## config.mk

```make
export PLATFORM = sky130hd
export DESIGN_NAME = rsei_fifo
export DESIGN_NICKNAME = d
export VERILOG_FILES = /design/src/hw/rtl/rsei_pkg.sv /design/src/hw/rtl/rsei_fifo.sv
export SDC_FILE = /design/constraint.sdc
export NUM_CORES = 1
export LEC_CHECK = 0
export BUFFER_PORTS_ARGS = -buffer_cell sky130_fd_sc_hd__buf_4
export CAP_MARGIN = 20
export CORE_UTILIZATION = 50
export CTS_CLUSTER_SIZE = 24
export DETAILED_ROUTE_END_ITERATION = 16
export HOLD_SLACK_MARGIN = 0.12
export PLACE_DENSITY = 0.77
export SLEW_MARGIN = 20
export SYNTH_ARGS = -nofsm -noshare
export SYNTH_HDL_FRONTEND = slang
export SYNTH_SLANG_ARGS = --single-unit
```

## constraint.sdc

```tcl
create_clock -name clk -period 14.43 [get_ports clk]
set_clock_uncertainty 0.15 [all_clocks]
set_input_delay 0.7215 -clock clk [delete_from_list [all_inputs] [get_ports clk]]
set_output_delay 0.7215 -clock clk [all_outputs]
set_load 0.01 [all_outputs]
```

## src/hw/rtl/rsei_pkg.sv

```systemverilog
package rsei_pkg;

	localparam int DATA_W       = 32;
	localparam int REM_W        = 16;
	localparam int MODE_W       = 2;
	localparam int CFG_IDX_W    = 3;
	localparam int WIDE_W       = 66;
	localparam int PROD_W       = 64;
	localparam int ESCAPE_LIMIT = 4;
	localparam int QUEUE_DEPTH  = 2;
	localparam int QUEUE_AW     = $clog2(QUEUE_DEPTH);
	localparam int QUEUE_CW     = $clog2(QUEUE_DEPTH + 1);

	localparam logic [CFG_IDX_W-1:0] REG_MODE     = 3'd0;
	localparam logic [CFG_IDX_W-1:0] REG_MAX_ITER = 3'd1;
	localparam logic [CFG_IDX_W-1:0] REG_SEED_RE  = 3'd2;
	localparam logic [CFG_IDX_W-1:0] REG_SEED_IM  = 3'd3;
	localparam logic [CFG_IDX_W-1:0] REG_ROT_XX   = 3'd4;
	localparam logic [CFG_IDX_W-1:0] REG_ROT_XY   = 3'd5;
	localparam logic [CFG_IDX_W-1:0] REG_ROT_YX   = 3'd6;
	localparam logic [CFG_IDX_W-1:0] REG_ROT_YY   = 3'd7;

	localparam logic [MODE_W-1:0] MODE_MANDEL  = 2'd0;
	localparam logic [MODE_W-1:0] MODE_JULIA   = 2'd1;
	localparam logic [MODE_W-1:0] MODE_JULIA_B = 2'd2;

	localparam logic [REM_W-1:0] MAX_ITER_RESET = 16'd255;

	typedef struct packed {
		logic [MODE_W-1:0]        mode;
		logic [REM_W-1:0]         max_iterations;
		logic signed [DATA_W-1:0] seed_re;
		logic signed [DATA_W-1:0] seed_im;
		logic signed [DATA_W-1:0] rot_xx;
		logic signed [DATA_W-1:0] rot_xy;
		logic signed [DATA_W-1:0] rot_yx;
		logic signed [DATA_W-1:0] rot_yy;
	} cfg_t;

	typedef struct packed {
		logic signed [DATA_W-1:0] zx;
		logic signed [DATA_W-1:0] zy;
		logic signed [DATA_W-1:0] cx;
		logic signed [DATA_W-1:0] cy;
		logic [REM_W-1:0]         budget;
	} job_t;

	function automatic logic signed [WIDE_W-1:0] ext_prod(input logic signed [PROD_W-1:0] v);
		return {{(WIDE_W - PROD_W){v[PROD_W-1]}}, v};
	endfunction

	function automatic logic signed [WIDE_W-1:0] ext_data(input logic signed [DATA_W-1:0] v);
		return {{(WIDE_W - DATA_W){v[DATA_W-1]}}, v};
	endfunction

	function automatic logic signed [DATA_W-1:0] sat_data(input logic signed [WIDE_W-1:0] v);
		logic [WIDE_W-DATA_W:0] top;
		top = v[WIDE_W-1:DATA_W-1];
		if (top == '0 || top == '1) begin
			return v[DATA_W-1:0];
		end else if (v[WIDE_W-1]) begin
			return {1'b1, {(DATA_W - 1){1'b0}}};
		end else begin
			return {1'b0, {(DATA_W - 1){1'b1}}};
		end
	endfunction

endpackage

```

## src/hw/rtl/rsei_fifo.sv

```systemverilog
module rsei_fifo (
	input  logic           clk,
	input  logic           arst_n,
	input  logic           push,
	input  rsei_pkg::job_t push_job,
	input  logic           pop,
	output rsei_pkg::job_t head,
	output logic           full,
	output logic           empty
);
	import rsei_pkg::*;

	job_t                slots_q [QUEUE_DEPTH];
	logic [QUEUE_AW-1:0] wr_ptr_q;
	logic [QUEUE_AW-1:0] rd_ptr_q;
	logic [QUEUE_CW-1:0] count_q;

	assign full  = count_q == QUEUE_CW'(QUEUE_DEPTH);
	assign empty = count_q == '0;
	assign head  = slots_q[rd_ptr_q];

	always_ff @(posedge clk) begin
		if (push) begin
			slots_q[wr_ptr_q] <= push_job;
		end
	end

	always_ff @(posedge clk or negedge arst_n) begin
		if (!arst_n) begin
			wr_ptr_q <= '0;
			rd_ptr_q <= '0;
			count_q  <= '0;
		end else begin
			if (push) begin
				wr_ptr_q <= (wr_ptr_q == QUEUE_AW'(QUEUE_DEPTH - 1)) ? '0 : wr_ptr_q + 1'b1;
			end
			if (pop) begin
				rd_ptr_q <= (rd_ptr_q == QUEUE_AW'(QUEUE_DEPTH - 1)) ? '0 : rd_ptr_q + 1'b1;
			end
			if (push && !pop) begin
				count_q <= count_q + 1'b1;
			end else if (pop && !push) begin
				count_q <= count_q - 1'b1;
			end
		end
	end
endmodule

```

==> results.ini, run 1 <==
[cts]
clock-sinks=292
clockRootBuffer=clkbuf_16
cts_buffers=29
cts_max_level=1
cts_tree=yes
cts.clk_slew.worst_paths_ns=0.06
clockBufferDepth=3
cts_setup_buffers=0
clock_latency_ns=0.53

[timing]
setup_viol=0
finalCriticalPeriod_ns=3.38
slew_viol_final=0
min_period_over_period=0.235
layout_setup_ws_ns=11.05
maxSlewHeadroom=0.292
final_hold_viol_count=0
fin_setup_tns_ns=0
tightest_slew_ns=1.06
grt_setup_unrepaired=no
fmax_ghz=0.295

[pwr]
powerDensity_mw_per_mm2=194
max-vdd-ir-drop_v=0.000114
fin_total_pwr_mw=2.73
p_leak_nw=5.44

[critical_path]
r2r_start=wr_ptr_q
worst_setup_path_end_kind=output pin
regToRegEndpoint=slots_q[1][52]
crit_arrival_ns=2.51
worst-path-max-fanout=75
startpoint_type=flip-flop
rr_worst_depth=2
worstPathCellList=buf_4, mux2_2, buf_4
cp_slowest_cell=buf_4
cpLargestDelayFamily=buffers and inverters
critical-path-max-stage-delay_ns=0.78
ff2ff_setup_slack_ns=11.67
crit_type=flip-flop to output pin
worst-path-buf-inv=2
cpMostUsedCell=buf_4
required_ns=13.56

[routing]
final_antenna_net_count=0
vias_per_cell=5.00
num_vias=5368
drc=0
first_pass_iters=6
wl_per_cell_um=18.9
routed_wl_um=20200
drt_iter0_drc=187

[synthesis]
ys_seq_area_frac=0.812
syn_inst=464
synth_seq_cells=292
syn-num-nets=613
yosys_warnings=0
synth_top_area_share=0.803
synth.avg_cell_area_um2=23.2
yosys-top-cells-area=edfxtp_1 (80%), mux2_2 (9.8%), mux2_4 (7.0%)
syn_area_mm2=0.0108
synth_top_cell_by_area=edfxtp_1
synth_cell_types=13

[finish]
synthToLayoutAreaGrowth_pct=31.1
num-nets-final=927
fin_util=0.669
drive_gt1_frac=0.604
multiInputGateArea_mm2=0.00190
layout_common_cells=buf_4 (298), edfxtp_1 (288), mux2_2 (94)
regArea_mm2=0.00875
layoutNonFillerInstCount=1073
antenna_cells=0
final_common_cell=buf_4
fillers=1390

[floorplan]
design.portCount=294
rows=53
core-area_mm2=0.0211
die_w_um=149
dieArea_mm2=0.0221
initial_core_util=0.511
fp.dieH_um=149

[global_routing]
grt_pass1_vias=5647
grt_overflow=0
grt_pass1_wl_um=29900
grt_max_degree=79
track_usage=0.177
grt_antenna_before_repair=0

[hold_path]
holdCritStartpoint=push_job[5]
hold_end=slots_q[1][5]
min_path_type=input pin to flip-flop
holdPathStages=1

[outcome]
status=complete, no violations

[placement]
io_buffer_count=293
post-place-ws_ns=11.26
post-dp-hpwl_um=13300
globalplace.congestion=0.717
dp_cells=1021

[run]
drv_cap=0

## sequential cells by signal, indices dropped and copies added, names as in the netlist
name	flops
slots_q	288
count_q	2
wr_ptr_q	1
rd_ptr_q	1
## metrics by stage
step / hold WS (ns) / instance area [µm²]
final: 0.227 / 14100
after global routing: 0.204 / 14100
after CTS: 0.206 / 14100
after detailed placement: 0.339 / 13200
after global placement: 0.324 / 13200
after floorplan: 0.276 / 10800
## cell families (layout without fill, tap and decap cells)
family	after synthesis	in the layout	share of synthesized area
flip-flops	292	292	0.812
multiplexers	144	144	0.168
buffers and inverters	17	351	0.0119
XOR/XNOR	5	5	0.00407
AND/OR/NAND/NOR	5	5	0.00244
adder cells (fa/ha/maj)	1	1	0.00116
## worst max-delay path by stage
stage	to	start	slack (ns)	depth (start not counted)
CTS	head[15]	rd_ptr_q	11.02	3
floorplan	slots_q[0][0]	push	6.66	1
detailed placement	slots_q[1][95]	push	11.26	3
global route	head[136]	rd_ptr_q	10.90	3
finish	head[38]	rd_ptr_q	11.05	3
global placement	slots_q[1][100]	push	11.31	3
## what timing repair did
| item | in CTS | in global routing |
|---|---|---|
| hold buffers | 1 | 0 |
| resized for setup | 0 | 0 |
| hold endpoints to repair | 4 | 0 |
| setup endpoints to repair | 0 | 0 |
## cell usage after synthesis (all sizes together)
cell type / instances
ha: 1
nor2b: 2
xor2: 4
inv: 1
edfxtp: 288
buf: 16
xnor2: 1
dfrtp: 4
and2: 1
mux2: 144
nor2: 2
## routing by layer
metal,vias to the layer above,part of all wire,global-route usage
met2,231,0.50,0.308
met5,-,0,0
met1,2635,0.37,0.203
met4,0,0.018,0.0464
li1,2473,-,-
met3,29,0.11,0.0725
## power by group
part           total [mW]  switching, mW  leakage [nW]  internal, mW
logic               0.871          0.409          2.27         0.462
registers            1.18         0.0461          2.75          1.13
clock network       0.687          0.285         0.428         0.402
## cell type report
class / count / share of cell area
multi-input cells: 155 / 0.135
repair buffers: 299 / 0.159
clock inverters: 14 / 0.00798
flip-flops and latches: 292 / 0.620
well taps: 275 / 0.0244
inverters: 1 / 0.000266
clock buffers: 37 / 0.0535
No activity file was read; power rests on OpenSTA's default activity.
==> run 2: changes to the inputs <==
==> constraint.sdc (replaced) <==
create_clock -name clk -period 3.3 [get_ports clk]
set_clock_uncertainty 0.15 [all_clocks]
set_input_delay 0.165 -clock clk [delete_from_list [all_inputs] [get_ports clk]]
set_output_delay 0.165 -clock clk [all_outputs]
set_load 0.01 [all_outputs]
==> results.ini, run 2 (same netlist as run 1, synthesis figures left out) <==
[timing]
maxSlewHeadroom=0.498  ; +0.205
grt_setup_unrepaired=no
tightest_slew_ns=0.754  ; -0.308 ns
finalCriticalPeriod_ns=2.38
timing.hold.ws_ns=0.215  ; -0.0124 ns
fin_setup_tns_ns=0  ; unchanged
final_hold_viol_count=0  ; unchanged
min_period_over_period=0.722
slew_viol_final=0  ; unchanged
setup_viol=0  ; unchanged
fmax_ghz=0.420

[hold_path]
holdPathStages=2  ; +1
min_path_type=input pin to flip-flop

[floorplan]
initial_core_util=0.511  ; unchanged
fp.dieH_um=149  ; unchanged
rows=53  ; unchanged
design.portCount=294  ; unchanged
core-area_mm2=0.0211  ; unchanged
die_w_um=149  ; unchanged
dieArea_mm2=0.0221  ; unchanged

[finish]
layout_common_cells=buf_4 (294), edfxtp_1 (288), dlygate4sd3_1 (148)
layoutNonFillerInstCount=1219  ; +14%
final_common_cell=buf_4
regMostFlops=slots_q
multiInputGateArea_mm2=0.00190  ; unchanged
synthToLayoutAreaGrowth_pct=45.7
num-nets-final=1076  ; +16%
drive_gt1_frac=0.514  ; -0.0902
fin_util=0.744  ; +0.0746
antenna_cells=0  ; unchanged
largest_reg_flops=288  ; unchanged
reg_top3=slots_q (288), count_q (2)
regArea_mm2=0.00875  ; unchanged
fillers=1184  ; -15%

[critical_path]
rr_worst_depth=2  ; unchanged
cpLargestDelayFamily=buffers and inverters
worst_setup_path_end_kind=output pin
startpoint_type=flip-flop
cp_num_cells=3  ; unchanged
worst-path-buf-inv=2  ; unchanged
crit_type=flip-flop to output pin
critical-path-max-stage-delay_ns=0.47  ; -0.31 ns
crit_arrival_ns=2.07  ; -0.44 ns
required_ns=2.98  ; -10.58 ns
cp_slowest_cell=dfrtp_4
worstPathCellList=buf_12, mux2_2, buf_4
worst-path-max-fanout=84  ; +12%

[cts]
cts_setup_buffers=0  ; unchanged
clockBufferDepth=3  ; unchanged
cts.clk_slew.worst_paths_ns=0.07  ; about the same
cts_buffers=28  ; -3.4%
clock_latency_ns=0.51  ; -0.02 ns
clockRootBuffer=clkbuf_16
clock-sinks=292  ; unchanged
cts_tree=yes
cts-resized-gates=0  ; unchanged
cts_max_level=1  ; unchanged

[global_routing]
track_usage=0.208  ; +0.0301
grt_max_degree=85  ; +7.6%
grt_pass1_wl_um=34600  ; +16%
grt_pass1_vias=6529  ; +16%
grt_overflow=0  ; unchanged
grt_antenna_before_repair=1  ; +1

[outcome]
status=complete, no violations

[pwr]
p_leak_nw=6.08  ; +12%
powerDensity_mw_per_mm2=782  ; +300%
max-vdd-ir-drop_v=0.000545  ; +380%

[placement]
post-dp-hpwl_um=13900  ; +4.4%
globalplace.congestion=0.763  ; +6.4%
dp_cells=1024  ; +0.29%
io_buffer_count=293  ; unchanged

[routing]
wl_per_cell_um=19.3  ; +2.6%
drt_iter0_drc=260  ; +39%
num_vias=6067  ; +13%
routed_wl_um=23600  ; +17%
final_antenna_net_count=0  ; unchanged
drc=0  ; unchanged
first_pass_iters=4  ; -2
vias_per_cell=4.98  ; -0.52%

[run]
drv_cap=0  ; unchanged

## run 2: changes by cell type in the layout (fill, tap and decap cells not counted)
cell           delta
buf_12            +7
buf_4             -4
clkbuf_1          -2
clkinv_1          -2
clkinv_2          -3
clkinvlp_4        +3
dlygate4sd3_1   +147
## run 2: final timing paths
check                      slack (ns)    startpoint             end
setup / recovery                 0.92      rd_ptr_q       head[123]
hold / removal                   0.21  push_job[28]  slots_q[1][28]
setup reg to reg                 1.33      wr_ptr_q   slots_q[1][5]
hold reg to reg                  0.36    count_q[1]      count_q[1]
max in group asynchronous        2.38        arst_n        rd_ptr_q
min in group asynchronous        0.43        arst_n      count_q[1]
## run 2: report_power, final
group	switching, mW	internal (mW)
Clock	1.28	1.75
Sequential	0.204	4.92
Combinational	1.91	2.21
## run 2: area by class of cell
type,count,area share
tap,275,0.0219
clock buffer,35,0.0477
timing repair buffer,449,0.244
inverter,1,0.000239
clock inverter,12,0.00718
multi-input combinational,155,0.121
sequential,292,0.558
## run 2: what timing repair did
action                                 4_1_cts  5_1_grt
hold buffers                               148        0
endpoints found under the hold margin      313        0
setup endpoints to repair                    0        0
## run 2: per-stage QoR
step                area, µm²  power (mW)  setup WS, ns
finish                  15700        12.3         0.917
global route            15700        12.7         0.847
CTS                     15700        12.3         0.896
detailed placement      13300        9.16          1.31
global placement        13300        9.03          1.35
floorplan               10800        7.43         0.166
## run 2: per-layer routing
metal,track usage,vias up,routed length (µm)
met5,0,-,12
li1,-,2765,-
met1,0.239,3008,8900
met4,0.0571,2,580
met3,0.0554,42,1710
met2,0.379,250,12400
## run 2: worst register-to-register path: stages (launching register included)
cell and delay (ns):
dfrtp_1 0.43, and2_4 0.67, buf_12 0.37
