--- src/hw/rtl/rsei_pkg.sv ---
package rsei_pkg;

	localparam int DATA_W       = 32;
	localparam int REM_W        = 16;
	localparam int MODE_W       = 2;
	localparam int CFG_IDX_W    = 3;
	localparam int WIDE_W       = 66;
	localparam int PROD_W       = 64;
	localparam int ESCAPE_LIMIT = 4;
	localparam int QUEUE_DEPTH  = 2;
	localparam int QUEUE_AW     = $clog2(QUEUE_DEPTH);
	localparam int QUEUE_CW     = $clog2(QUEUE_DEPTH + 1);

	localparam logic [CFG_IDX_W-1:0] REG_MODE     = 3'd0;
	localparam logic [CFG_IDX_W-1:0] REG_MAX_ITER = 3'd1;
	localparam logic [CFG_IDX_W-1:0] REG_SEED_RE  = 3'd2;
	localparam logic [CFG_IDX_W-1:0] REG_SEED_IM  = 3'd3;
	localparam logic [CFG_IDX_W-1:0] REG_ROT_XX   = 3'd4;
	localparam logic [CFG_IDX_W-1:0] REG_ROT_XY   = 3'd5;
	localparam logic [CFG_IDX_W-1:0] REG_ROT_YX   = 3'd6;
	localparam logic [CFG_IDX_W-1:0] REG_ROT_YY   = 3'd7;

	localparam logic [MODE_W-1:0] MODE_MANDEL  = 2'd0;
	localparam logic [MODE_W-1:0] MODE_JULIA   = 2'd1;
	localparam logic [MODE_W-1:0] MODE_JULIA_B = 2'd2;

	localparam logic [REM_W-1:0] MAX_ITER_RESET = 16'd255;

	typedef struct packed {
		logic [MODE_W-1:0]        mode;
		logic [REM_W-1:0]         max_iterations;
		logic signed [DATA_W-1:0] seed_re;
		logic signed [DATA_W-1:0] seed_im;
		logic signed [DATA_W-1:0] rot_xx;
		logic signed [DATA_W-1:0] rot_xy;
		logic signed [DATA_W-1:0] rot_yx;
		logic signed [DATA_W-1:0] rot_yy;
	} cfg_t;

	typedef struct packed {
		logic signed [DATA_W-1:0] zx;
		logic signed [DATA_W-1:0] zy;
		logic signed [DATA_W-1:0] cx;
		logic signed [DATA_W-1:0] cy;
		logic [REM_W-1:0]         budget;
	} job_t;

	function automatic logic signed [WIDE_W-1:0] ext_prod(input logic signed [PROD_W-1:0] v);
		return {{(WIDE_W - PROD_W){v[PROD_W-1]}}, v};
	endfunction

	function automatic logic signed [WIDE_W-1:0] ext_data(input logic signed [DATA_W-1:0] v);
		return {{(WIDE_W - DATA_W){v[DATA_W-1]}}, v};
	endfunction

	function automatic logic signed [DATA_W-1:0] sat_data(input logic signed [WIDE_W-1:0] v);
		logic [WIDE_W-DATA_W:0] top;
		top = v[WIDE_W-1:DATA_W-1];
		if (top == '0 || top == '1) begin
			return v[DATA_W-1:0];
		end else if (v[WIDE_W-1]) begin
			return {1'b1, {(DATA_W - 1){1'b0}}};
		end else begin
			return {1'b0, {(DATA_W - 1){1'b1}}};
		end
	endfunction

endpackage

--- src/hw/rtl/rsei_ifs.sv ---
interface rsei_point_if;
	import rsei_pkg::*;
	logic                     valid;
	logic                     ready;
	logic signed [DATA_W-1:0] point_re;
	logic signed [DATA_W-1:0] point_im;
	modport source (output valid, output point_re, output point_im, input ready);
	modport sink (input valid, input point_re, input point_im, output ready);
endinterface


--- src/hw/rtl/rsei_front.sv ---
module rsei_front (
	input  rsei_pkg::cfg_t cfg,
	rsei_point_if.sink     points,
	input  logic           full,
	output logic           push,
	output rsei_pkg::job_t job
);
	import rsei_pkg::*;

	assign points.ready = !full;
	assign push         = points.valid && !full;

	always_comb begin
		job.budget = cfg.max_iterations;
		case (cfg.mode)
			MODE_JULIA: begin
				job.zx = points.point_re;
				job.zy = points.point_im;
				job.cx = cfg.seed_re;
				job.cy = cfg.seed_im;
			end
			MODE_JULIA_B: begin
				job.zx = cfg.seed_re;
				job.zy = cfg.seed_im;
				job.cx = points.point_re;
				job.cy = points.point_im;
			end
			default: begin
				job.zx = points.point_re;
				job.zy = points.point_im;
				job.cx = points.point_re;
				job.cy = points.point_im;
			end
		endcase
	end
endmodule

--- src/flat_wrapper.sv ---
// flat-port wrapper written by rule: the top's interface ports become plain ports
module rsei_front_flat import rsei_pkg::*;
  (cfg, full, push, job, points_valid, points_point_re, points_point_im, points_ready);
  rsei_point_if points_i ();
  input  rsei_pkg::cfg_t cfg;
  input  logic full;
  output logic push;
  output rsei_pkg::job_t job;
  input wire logic [$bits(points_i.valid)-1:0] points_valid;
  input wire logic [$bits(points_i.point_re)-1:0] points_point_re;
  input wire logic [$bits(points_i.point_im)-1:0] points_point_im;
  output wire logic [$bits(points_i.ready)-1:0] points_ready;
  assign points_i.valid = points_valid;
  assign points_i.point_re = points_point_re;
  assign points_i.point_im = points_point_im;
  assign points_ready = points_i.ready;
  rsei_front u_core (.cfg(cfg), .points(points_i), .full(full), .push(push), .job(job));
endmodule
--- config.mk ---
export PLATFORM = sky130hd
export DESIGN_NAME = rsei_front_flat
export DESIGN_NICKNAME = d
export VERILOG_FILES = /design/src/hw/rtl/rsei_pkg.sv /design/src/hw/rtl/rsei_ifs.sv /design/src/hw/rtl/rsei_front.sv /design/src/flat_wrapper.sv
export SDC_FILE = /design/constraint.sdc
export NUM_CORES = 1
export LEC_CHECK = 0
export BUFFER_PORTS_ARGS = -buffer_cell sky130_fd_sc_hd__buf_2
export CAP_MARGIN = 30
export CORE_AREA = 2 2 162 164
export DETAILED_ROUTE_END_ITERATION = 6
export DIE_AREA = 0 0 164 166
export GPL_ROUTABILITY_DRIVEN = 0
export PLACE_DENSITY_LB_ADDON = 0.15
export SETUP_SLACK_MARGIN = 0.02
export SYNTH_ARGS = -nofsm -noshare
export SYNTH_HDL_FRONTEND = slang
export SYNTH_SLANG_ARGS = --single-unit
--- constraint.sdc ---
create_clock -name vclk -period 1.34
set_clock_uncertainty 0.1 [all_clocks]
set_input_delay 0.067 -clock vclk [all_inputs]
set_output_delay 0.067 -clock vclk [all_outputs]
set_load 0.05 [all_outputs]
==> results of run 1 <==
cell usage after synthesis (all sizes together):
library cell / count
a22o: 128
buf: 44
ha: 2
inv: 3
nor2b: 3
or2: 2
metrics by stage:
step	power (mW)	setup TNS [ns]
final	3.98	-21.30
after global routing	4.13	-25.73
after CTS	3.77	-22.23
after detailed placement	3.05	-35.46
after global placement	3.05	-35.73
after floorplan	2.32	0
critical path, delay by kind of cell:
family	cells	cell delay, ns
AOI/OAI and AO/OA	1	0.24
adders and majority gates	1	0.27
buffers and inverters	3	0.44
and+or+nand+nor	1	0.32
routing by layer:
layer | global-route usage [%] | share of wire, % | vias up
li1 | - | - | 1260
met1 | 9.94 | 40 | 1341
met2 | 16.4 | 51 | 158
met3 | 2.35 | 8.3 | 8
met4 | 0.381 | 0.17 | 2
met5 | 0 | 0.088 | -
where the power goes:
group	switching (mW)	internal, mW	leakage (nW)
sequential	0	0	0
combinational	2.31	1.67	2.40
clock	0	0.000000599	0.0000380
total	2.31	1.67	2.40
kinds of logic after synthesis:
| kind of cell | count (synthesis) | synth area share [%] |
|---|---|---|
| buf+inv | 47 | 23.0 |
| fa+ha+maj | 2 | 1.64 |
| simple gates | 5 | 2.05 |
| compound gates | 128 | 73.3 |
timing repair:
item / in CTS / in global routing
gates resized for setup: 251 / 47
endpoints found under the setup margin: 128 / 128
cloned: 5 / 6
pin swaps: 2 / 5
path summary, 6_finish.rpt:
path | cells past startpoint | to
setup / recovery | 6 | job[115]
hold / removal | 0 | job[11]
area by class of cell:
type / instances / area share [%]
Antenna cell: 6 / 0.312
Inverter: 3 / 0.286
Multi-Input combinational cell: 136 / 34.5
Tap cell: 335 / 8.72
Timing Repair Buffer: 281 / 56.2
==> flow_summary.json, run 1 <==
{
  "syn-num-nets": 460,
  "fillerInstances": 2817,
  "timing.hold.worst.class": "in2out",
  "power.density_nw_per_um2": 827,
  "via_count_of_the_first_global_routing_pass": 2900,
  "final_design_area_no_fill_sq_um": 4810,
  "timing.max_cap.violations": 0,
  "vdd_ir_drop_max_mv": 0.297,
  "path_class": "in2out",
  "post_synth_inst_count": 182,
  "rows": 59,
  "most_frequent_cells_in_the_layout": "buf_2, buf_6, a22o_2",
  "initialDrtViolationCount": 91,
  "worst_setup_path_startpoint": "cfg[209]",
  "register_area_sq_um": 0,
  "dp_cells": 744,
  "areaGrowthSynthToFinish_pct": 214,
  "netlist_area_sq_um": 1530,
  "n_clock_buffer": 0,
  "critPathArrivalTime_ns": 1.37,
  "postPlaceCellArea_sq_um": 3490,
  "avgViaCountPerCell": 3.64,
  "remaining_drc_errors": 0,
  "crit_path_top_delay_cell": "or2_4",
  "synth_cell_types": 8,
  "top_cell_type_s_share_of_synthesized_area_pct": 73.3,
  "dieHeight_microns": 166,
  "dpl_worst_slack_ns": -0.330,
  "yosys-top-cells-area": "a22o_1, buf_4, buf_6",
  "worst_ep_required_time_ns": 1.17,
  "fin_nets": 700,
  "timing.final.crit_share_pct": 115,
  "cts.repair_timing.setup_buffer_count": 0,
  "avgSynthCellArea_sq_um": 8.40,
  "slowest_delay_ns": 0.32,
  "antenna_violations_before_repair": 7,
  "global_route.usage.total_pct": 8.61,
  "start_util_pct": 5.97,
  "min_from": "cfg[203]",
  "overall_routed_net_length_microns": 13700,
  "seq_area_frac_synth_pct": 0,
  "layout_commonest_cell": "buf_2",
  "multi_input_comb_area_sq_um": 1660,
  "worstPathCellList": "buf_8, ha_4, or2_4, buf_12, a22o_2, buf_6",
  "wl_per_cell_microns": 18.0,
  "final_cells": 761,
  "nFlopsAndLatches": 0,
  "grt_pass1_wl_microns": 18100,
  "static-leakage-power_nw": 2.40,
  "pin_count": 422,
  "final_critical_path_setup_slack_ns": -0.196,
  "postCtsHoldBufs": 0,
  "synthDominantAreaCellType": "a22o_1",
  "maxSlewViolCount": 0,
  "violations": "negative setup slack",
  "hpwl_microns": 9770,
  "worstMarginPinSlew_ns": 0.266,
  "fp.dieW_microns": 164,
  "drt_pre_antenna_iters": 4,
  "synthesis.yosys.warnings": 0,
  "final-hold-violation-count": 0,
  "route.vias.total": 2769,
  "remaining_overflow_grt": 0,
  "setup_viol_count_final": 128,
  "placement.io_buffers": 262,
  "timing.hold.ws_ns": 0.0340,
  "core-area_sq_um": 25600,
  "final_period_minus_worst_setup_slack_ns": 1.54,
  "pin_count_of_the_biggest_net_entering_global_routing": 41,
  "achievable-frequency_ghz": 0.651,
  "kind_of_launch_point_of_the_worst_setup_path": "input port",
  "rsz_0062_raised_after_global_routing": "yes",
  "die_area_sq_um": 27200,
  "post_route_cells_drive_above_1_share_pct": 97.6,
  "max_slew_headroom_at_the_worst_pin_pct": 82.3,
  "layout.core_utilization_pct": 18.8,
  "cp_max_fo": 30,
  "drt.antenna.violating_nets": 0,
  "run_status": "finished with violations",
  "worstSetupEndpointType": "output port"
}
Note: power is estimated with default switching activity, not from simulation.
==> run 2, diff against run 1 <==
Settings changed: ABC_AREA set to 1, CORE_AREA 2 2 162 164 to 2 2 165 167, DIE_AREA 0 0 164 166 to 0 0 167 169.
==> run 2 against run 1 <==
The flow still finishes with violations (negative setup slack). Flip-flop and latch count unchanged. Critical path depth up 1. Sequential share of layout area unchanged. Hold slack about the same. Synthesized cell count rose to 2.5 times the previous value. Combinational power up 12%. Synthesized area up 49%. Non-clock buffer count up 24. Critical endpoint is now job[86].
==> flow_summary.json, run 2 <==
{
  "global_route.usage.total_pct": 10.4,
  "initialDrtViolationCount": 173,
  "overall_routed_net_length_microns": 16000,
  "dieHeight_microns": 169,
  "grt_pass1_wl_microns": 23800,
  "pin_count": 422,
  "achievable-frequency_ghz": 0.727,
  "avgSynthCellArea_sq_um": 4.91,
  "timing.max_cap.violations": 0,
  "netlist_area_sq_um": 2280,
  "power.density_nw_per_um2": 736,
  "cp_max_fo": 11,
  "post_route_cells_drive_above_1_share_pct": 69.7,
  "core-area_sq_um": 26500,
  "layout.core_utilization_pct": 22.9,
  "post_synth_inst_count": 464,
  "final_period_minus_worst_setup_slack_ns": 1.38,
  "n_clock_buffer": 0,
  "synthDominantAreaCellType": "nand3_1",
  "drt_pre_antenna_iters": 4,
  "max_slew_headroom_at_the_worst_pin_pct": 77.0,
  "postCtsHoldBufs": 0,
  "start_util_pct": 8.59,
  "final-hold-violation-count": 0,
  "via_count_of_the_first_global_routing_pass": 4131,
  "remaining_drc_errors": 0,
  "worst_ep_required_time_ns": 1.17,
  "route.vias.total": 4158,
  "worstSetupEndpointType": "output port",
  "fp.dieW_microns": 167,
  "die_area_sq_um": 28200,
  "violations": "negative setup slack",
  "hpwl_microns": 12000,
  "register_area_sq_um": 0,
  "yosys-top-cells-area": "nand3_1, o21ai_0, nand2_1",
  "postPlaceCellArea_sq_um": 4430,
  "setup_viol_count_final": 27,
  "antenna_violations_before_repair": 0,
  "top_cell_type_s_share_of_synthesized_area_pct": 28.1,
  "final_design_area_no_fill_sq_um": 6070,
  "pin_count_of_the_biggest_net_entering_global_routing": 51,
  "dpl_worst_slack_ns": -0.196,
  "path_class": "in2out",
  "run_status": "finished with violations",
  "worstMarginPinSlew_ns": 0.345,
  "rows": 60,
  "synthesis.yosys.warnings": 0,
  "vdd_ir_drop_max_mv": 0.311,
  "drt.antenna.violating_nets": 0,
  "seq_area_frac_synth_pct": 0,
  "maxSlewViolCount": 0,
  "num_antenna_cells": 0,
  "timing.final.crit_share_pct": 103,
  "fin_nets": 977,
  "wl_per_cell_microns": 15.5,
  "static-leakage-power_nw": 2.73,
  "nFlopsAndLatches": 0,
  "layout_commonest_cell": "buf_2",
  "kind_of_launch_point_of_the_worst_setup_path": "input port",
  "rsz_0062_raised_after_global_routing": "yes",
  "remaining_overflow_grt": 0,
  "areaGrowthSynthToFinish_pct": 166,
  "post_synth_most_frequent_cells": "nand2_1, nand3_1, o21ai_0",
  "totalNegativeSetupSlack_ns": -0.423,
  "final_critical_path_setup_slack_ns": -0.0358,
  "most_frequent_cells_in_the_layout": "buf_2, nand2_2, nand3_1",
  "synth_cell_types": 12,
  "timing.hold.worst.class": "in2out",
  "placement.io_buffers": 262,
  "syn-num-nets": 742,
  "power.total_mw": 4.47,
  "critPathArrivalTime_ns": 1.21,
  "avgViaCountPerCell": 4.01
}
==> run 2: what timing repair did <==
item | CTS | global route
hold endpoints to repair | 0 | 0
gates cloned | 6 | 2
gates resized for setup | 418 | 100
setup buffers | 2 | 1
pin swaps | 13 | 4
setup endpoints to repair | 128 | 128
==> run 2: area by class of cell <==
class              instances  area, sq um
fillers                 2966        20400
repair buffers           305         3180
multi-input cells        387         2420
well taps                341          427
inverters                  5         33.8
==> run 2: metrics by stage <==
step	hold WS (ns)	std cells
6_report	0.0340	1038
2_1_floorplan	0.201	464
3_3_place_gp	0.0343	1027
5_1_grt	0.0341	1038
3_5_place_dp	0.0343	1027
4_1_cts	0.0343	1035
==> run 2: per-layer routing <==
layer	up-vias	global-route usage [%]	wire length (microns)
met5	-	0	0
met4	0	0.750	123
met3	8	2.85	1410
met2	183	17.4	7380
met1	1899	13.9	7130
li1	2068	-	-
==> run 2: logic make-up after synthesis <==
kind of cell    count (synthesis)  share of synthesized area, %
compound gates                128                          28.1
buf+inv                        77                          21.4
fa+ha+maj                       2                          1.10
simple gates                  257                          49.4
==> run 2: final timing paths <==
| kind | startpoint | end | cells after the start |
|---|---|---|---|
| setup / recovery | cfg[209] | job[86] | 7 |
| hold / removal | cfg[207] | job[15] | 0 |
==> run 2: report_power, final <==
part	leakage [nW]	internal, mW	switching [mW]
clock network	0	0	0
registers	0	0	0
logic	2.73	1.76	2.70
total	2.73	1.76	2.70
==> run 2: worst max-delay path, cell delays in order <==
cell and delay, ns:
buf_8 0.10, ha_4 0.36, buf_4 0.21, buf_4 0.14, o21ai_1 0.06, nand2_2 0.07
buf_4 0.19
==> run 3, diff against run 2 <==
Settings changed: CAP_MARGIN 30 to 10, TNS_END_PERCENT set to 50.
==> run 3 against run 2 <==
The flow still finishes with violations (negative setup slack). Die area unchanged. Via count increased by 0.22%. Maximum frequency decreased by 3.2%. Non-clock buffer count decreased by 3. Cell count decreased by 0.29%. First-iteration DRC count unchanged. Global-route usage decreased by 0.22 points. Critical endpoint is now job[81]. Highest routed layer unchanged.
==> flow_summary.json, run 3 (same netlist as run 2, synthesis figures left out) <==
{
  "run_status": "finished with violations",
  "violations": "negative setup slack",
  "layout.core_utilization_pct": 20.7,
  "num_antenna_cells": 0,
  "via_count_of_the_first_global_routing_pass": 4163,
  "path_class": "in2out",
  "worstSetupEndpointType": "output port",
  "die_area_sq_um": 28200,
  "areaGrowthSynthToFinish_pct": 141,
  "total_switching_power_mw": 2.55,
  "final_critical_path_setup_slack_ns": -0.0807,
  "slowest_delay_ns": 0.31,
  "rows": 60,
  "postCtsHoldBufs": 0,
  "placement.io_buffers": 262,
  "global_route.usage.total_pct": 10.2,
  "kind_of_launch_point_of_the_worst_setup_path": "input port",
  "pin_count_of_the_biggest_net_entering_global_routing": 75,
  "maxSlewViolCount": 0,
  "register_area_sq_um": 0,
  "wl_per_cell_microns": 15.1,
  "drt.antenna.violating_nets": 0,
  "timing.hold.worst.class": "in2out",
  "achievable-frequency_ghz": 0.704,
  "fp.dieW_microns": 167,
  "route.vias.total": 4167,
  "static-leakage-power_nw": 2.60,
  "timing.hold.ws_ns": 0.0340,
  "post_route_cells_drive_above_1_share_pct": 58.5,
  "core-area_sq_um": 26500,
  "pin_count": 422,
  "start_util_pct": 8.59,
  "grt_pass1_wl_microns": 23600,
  "power.combinational.fraction_pct": 100.0,
  "setup_viol_count_final": 56,
  "nFlopsAndLatches": 0,
  "dieHeight_microns": 169,
  "antenna_violations_before_repair": 0,
  "layout_commonest_cell": "buf_2",
  "remaining_overflow_grt": 0,
  "p_sw_share_pct": 63.1,
  "timing.final.crit_share_pct": 106,
  "worstMarginPinSlew_ns": 0.367,
  "initialDrtViolationCount": 173,
  "worst_ep_required_time_ns": 1.17,
  "most_frequent_cells_in_the_layout": "buf_2, nand3_1, buf_6",
  "max_slew_headroom_at_the_worst_pin_pct": 75.5,
  "min_delay_path_depth": 0,
  "power.density_nw_per_um2": 736,
  "rsz_0062_raised_after_global_routing": "yes",
  "cp_max_fo": 16,
  "remaining_drc_errors": 0,
  "drt_pre_antenna_iters": 4,
  "vdd_ir_drop_max_mv": 0.304,
  "hpwl_microns": 11300,
  "power_frac_clock_pct": 0,
  "crit_path_top_delay_cell": "bufbuf_16",
  "fin_nets": 974,
  "final_period_minus_worst_setup_slack_ns": 1.42,
  "avgViaCountPerCell": 4.03,
  "final-hold-violation-count": 0,
  "timing.max_cap.violations": 0,
  "internal-power_mw": 1.49,
  "overall_routed_net_length_microns": 15600,
  "n_clock_buffer": 0,
  "pwr-share-seq_pct": 0,
  "worstPathCellList": "buf_8, ha_4, inv_8, bufbuf_16, nand3_1, nand2_1, buf_12",
  "critPathArrivalTime_ns": 1.25
}
## run 3: cell count changes in the layout (fill, tap and decap cells not counted), sizes merged
cell / previous run / this run
buf: 303 / 300
bufbuf: 0 / 1
clkbuf: 2 / 1
## run 3: path summary, 6_finish.rpt
| check | startpoint | to | slack, ns |
|---|---|---|---|
| worst min-delay path | cfg[207] | job[15] | 0.03 |
| worst max-delay path | cfg[209] | job[81] | -0.08 |
## run 3: power groups by stage
stage / sequential (mW) / clock [mW] / combinational (mW)
3_5_place_dp: 0 / 0 / 3.19
5_1_grt: 0 / 0 / 4.26
4_1_cts: 0 / 0 / 4.03
3_3_place_gp: 0 / 0 / 3.21
6_report: 0 / 0 / 4.05
2_1_floorplan: 0 / 0 / 2.32
## run 3: worst max-delay path: cells and delay by family
kind | cells | cell delay [ns]
fa+ha+maj | 1 | 0.29
buf+inv | 4 | 0.68
simple gates | 2 | 0.20
## run 3: metrics by stage
| stage | worst slack [ns] | setup TNS (ns) | cell area, sq um | std cells | power, mW |
|---|---|---|---|---|---|
| floorplan | 0.0137 | 0 | 2430 | 464 | 2.32 |
| global placement | -0.240 | -18.95 | 4260 | 1031 | 3.21 |
| detailed placement | -0.252 | -18.07 | 4260 | 1031 | 3.19 |
| CTS | -0.0856 | -3.69 | 5410 | 1035 | 4.03 |
| global route | -0.137 | -7.76 | 5500 | 1035 | 4.26 |
| finish | -0.0807 | -1.73 | 5500 | 1035 | 4.05 |
## run 3: layout make-up
class | instances | area (sq um)
inverters | 5 | 28.8
well taps | 341 | 427
repair buffers | 302 | 2890
multi-input cells | 387 | 2150
fillers | 3021 | 21000
## run 3: timing repair
item	4_1_cts	5_1_grt
cloned	3	1
resized for setup	360	40
pin swaps	15	0
endpoints found under the setup margin	128	128
hold endpoints to repair	0	0
buffers inserted	1	0
## run 3: routing by layer
| metal | share of wire [%] | track usage (%) | vias to the layer above | wire length, microns |
|---|---|---|---|---|
| met5 | 0 | 0 | - | 0 |
| met4 | 0.79 | 0.600 | 0 | 123 |
| met3 | 8.4 | 2.36 | 8 | 1300 |
| met2 | 46 | 17.2 | 185 | 7190 |
| met1 | 45 | 13.8 | 1925 | 6990 |
| li1 | - | - | 2049 | - |
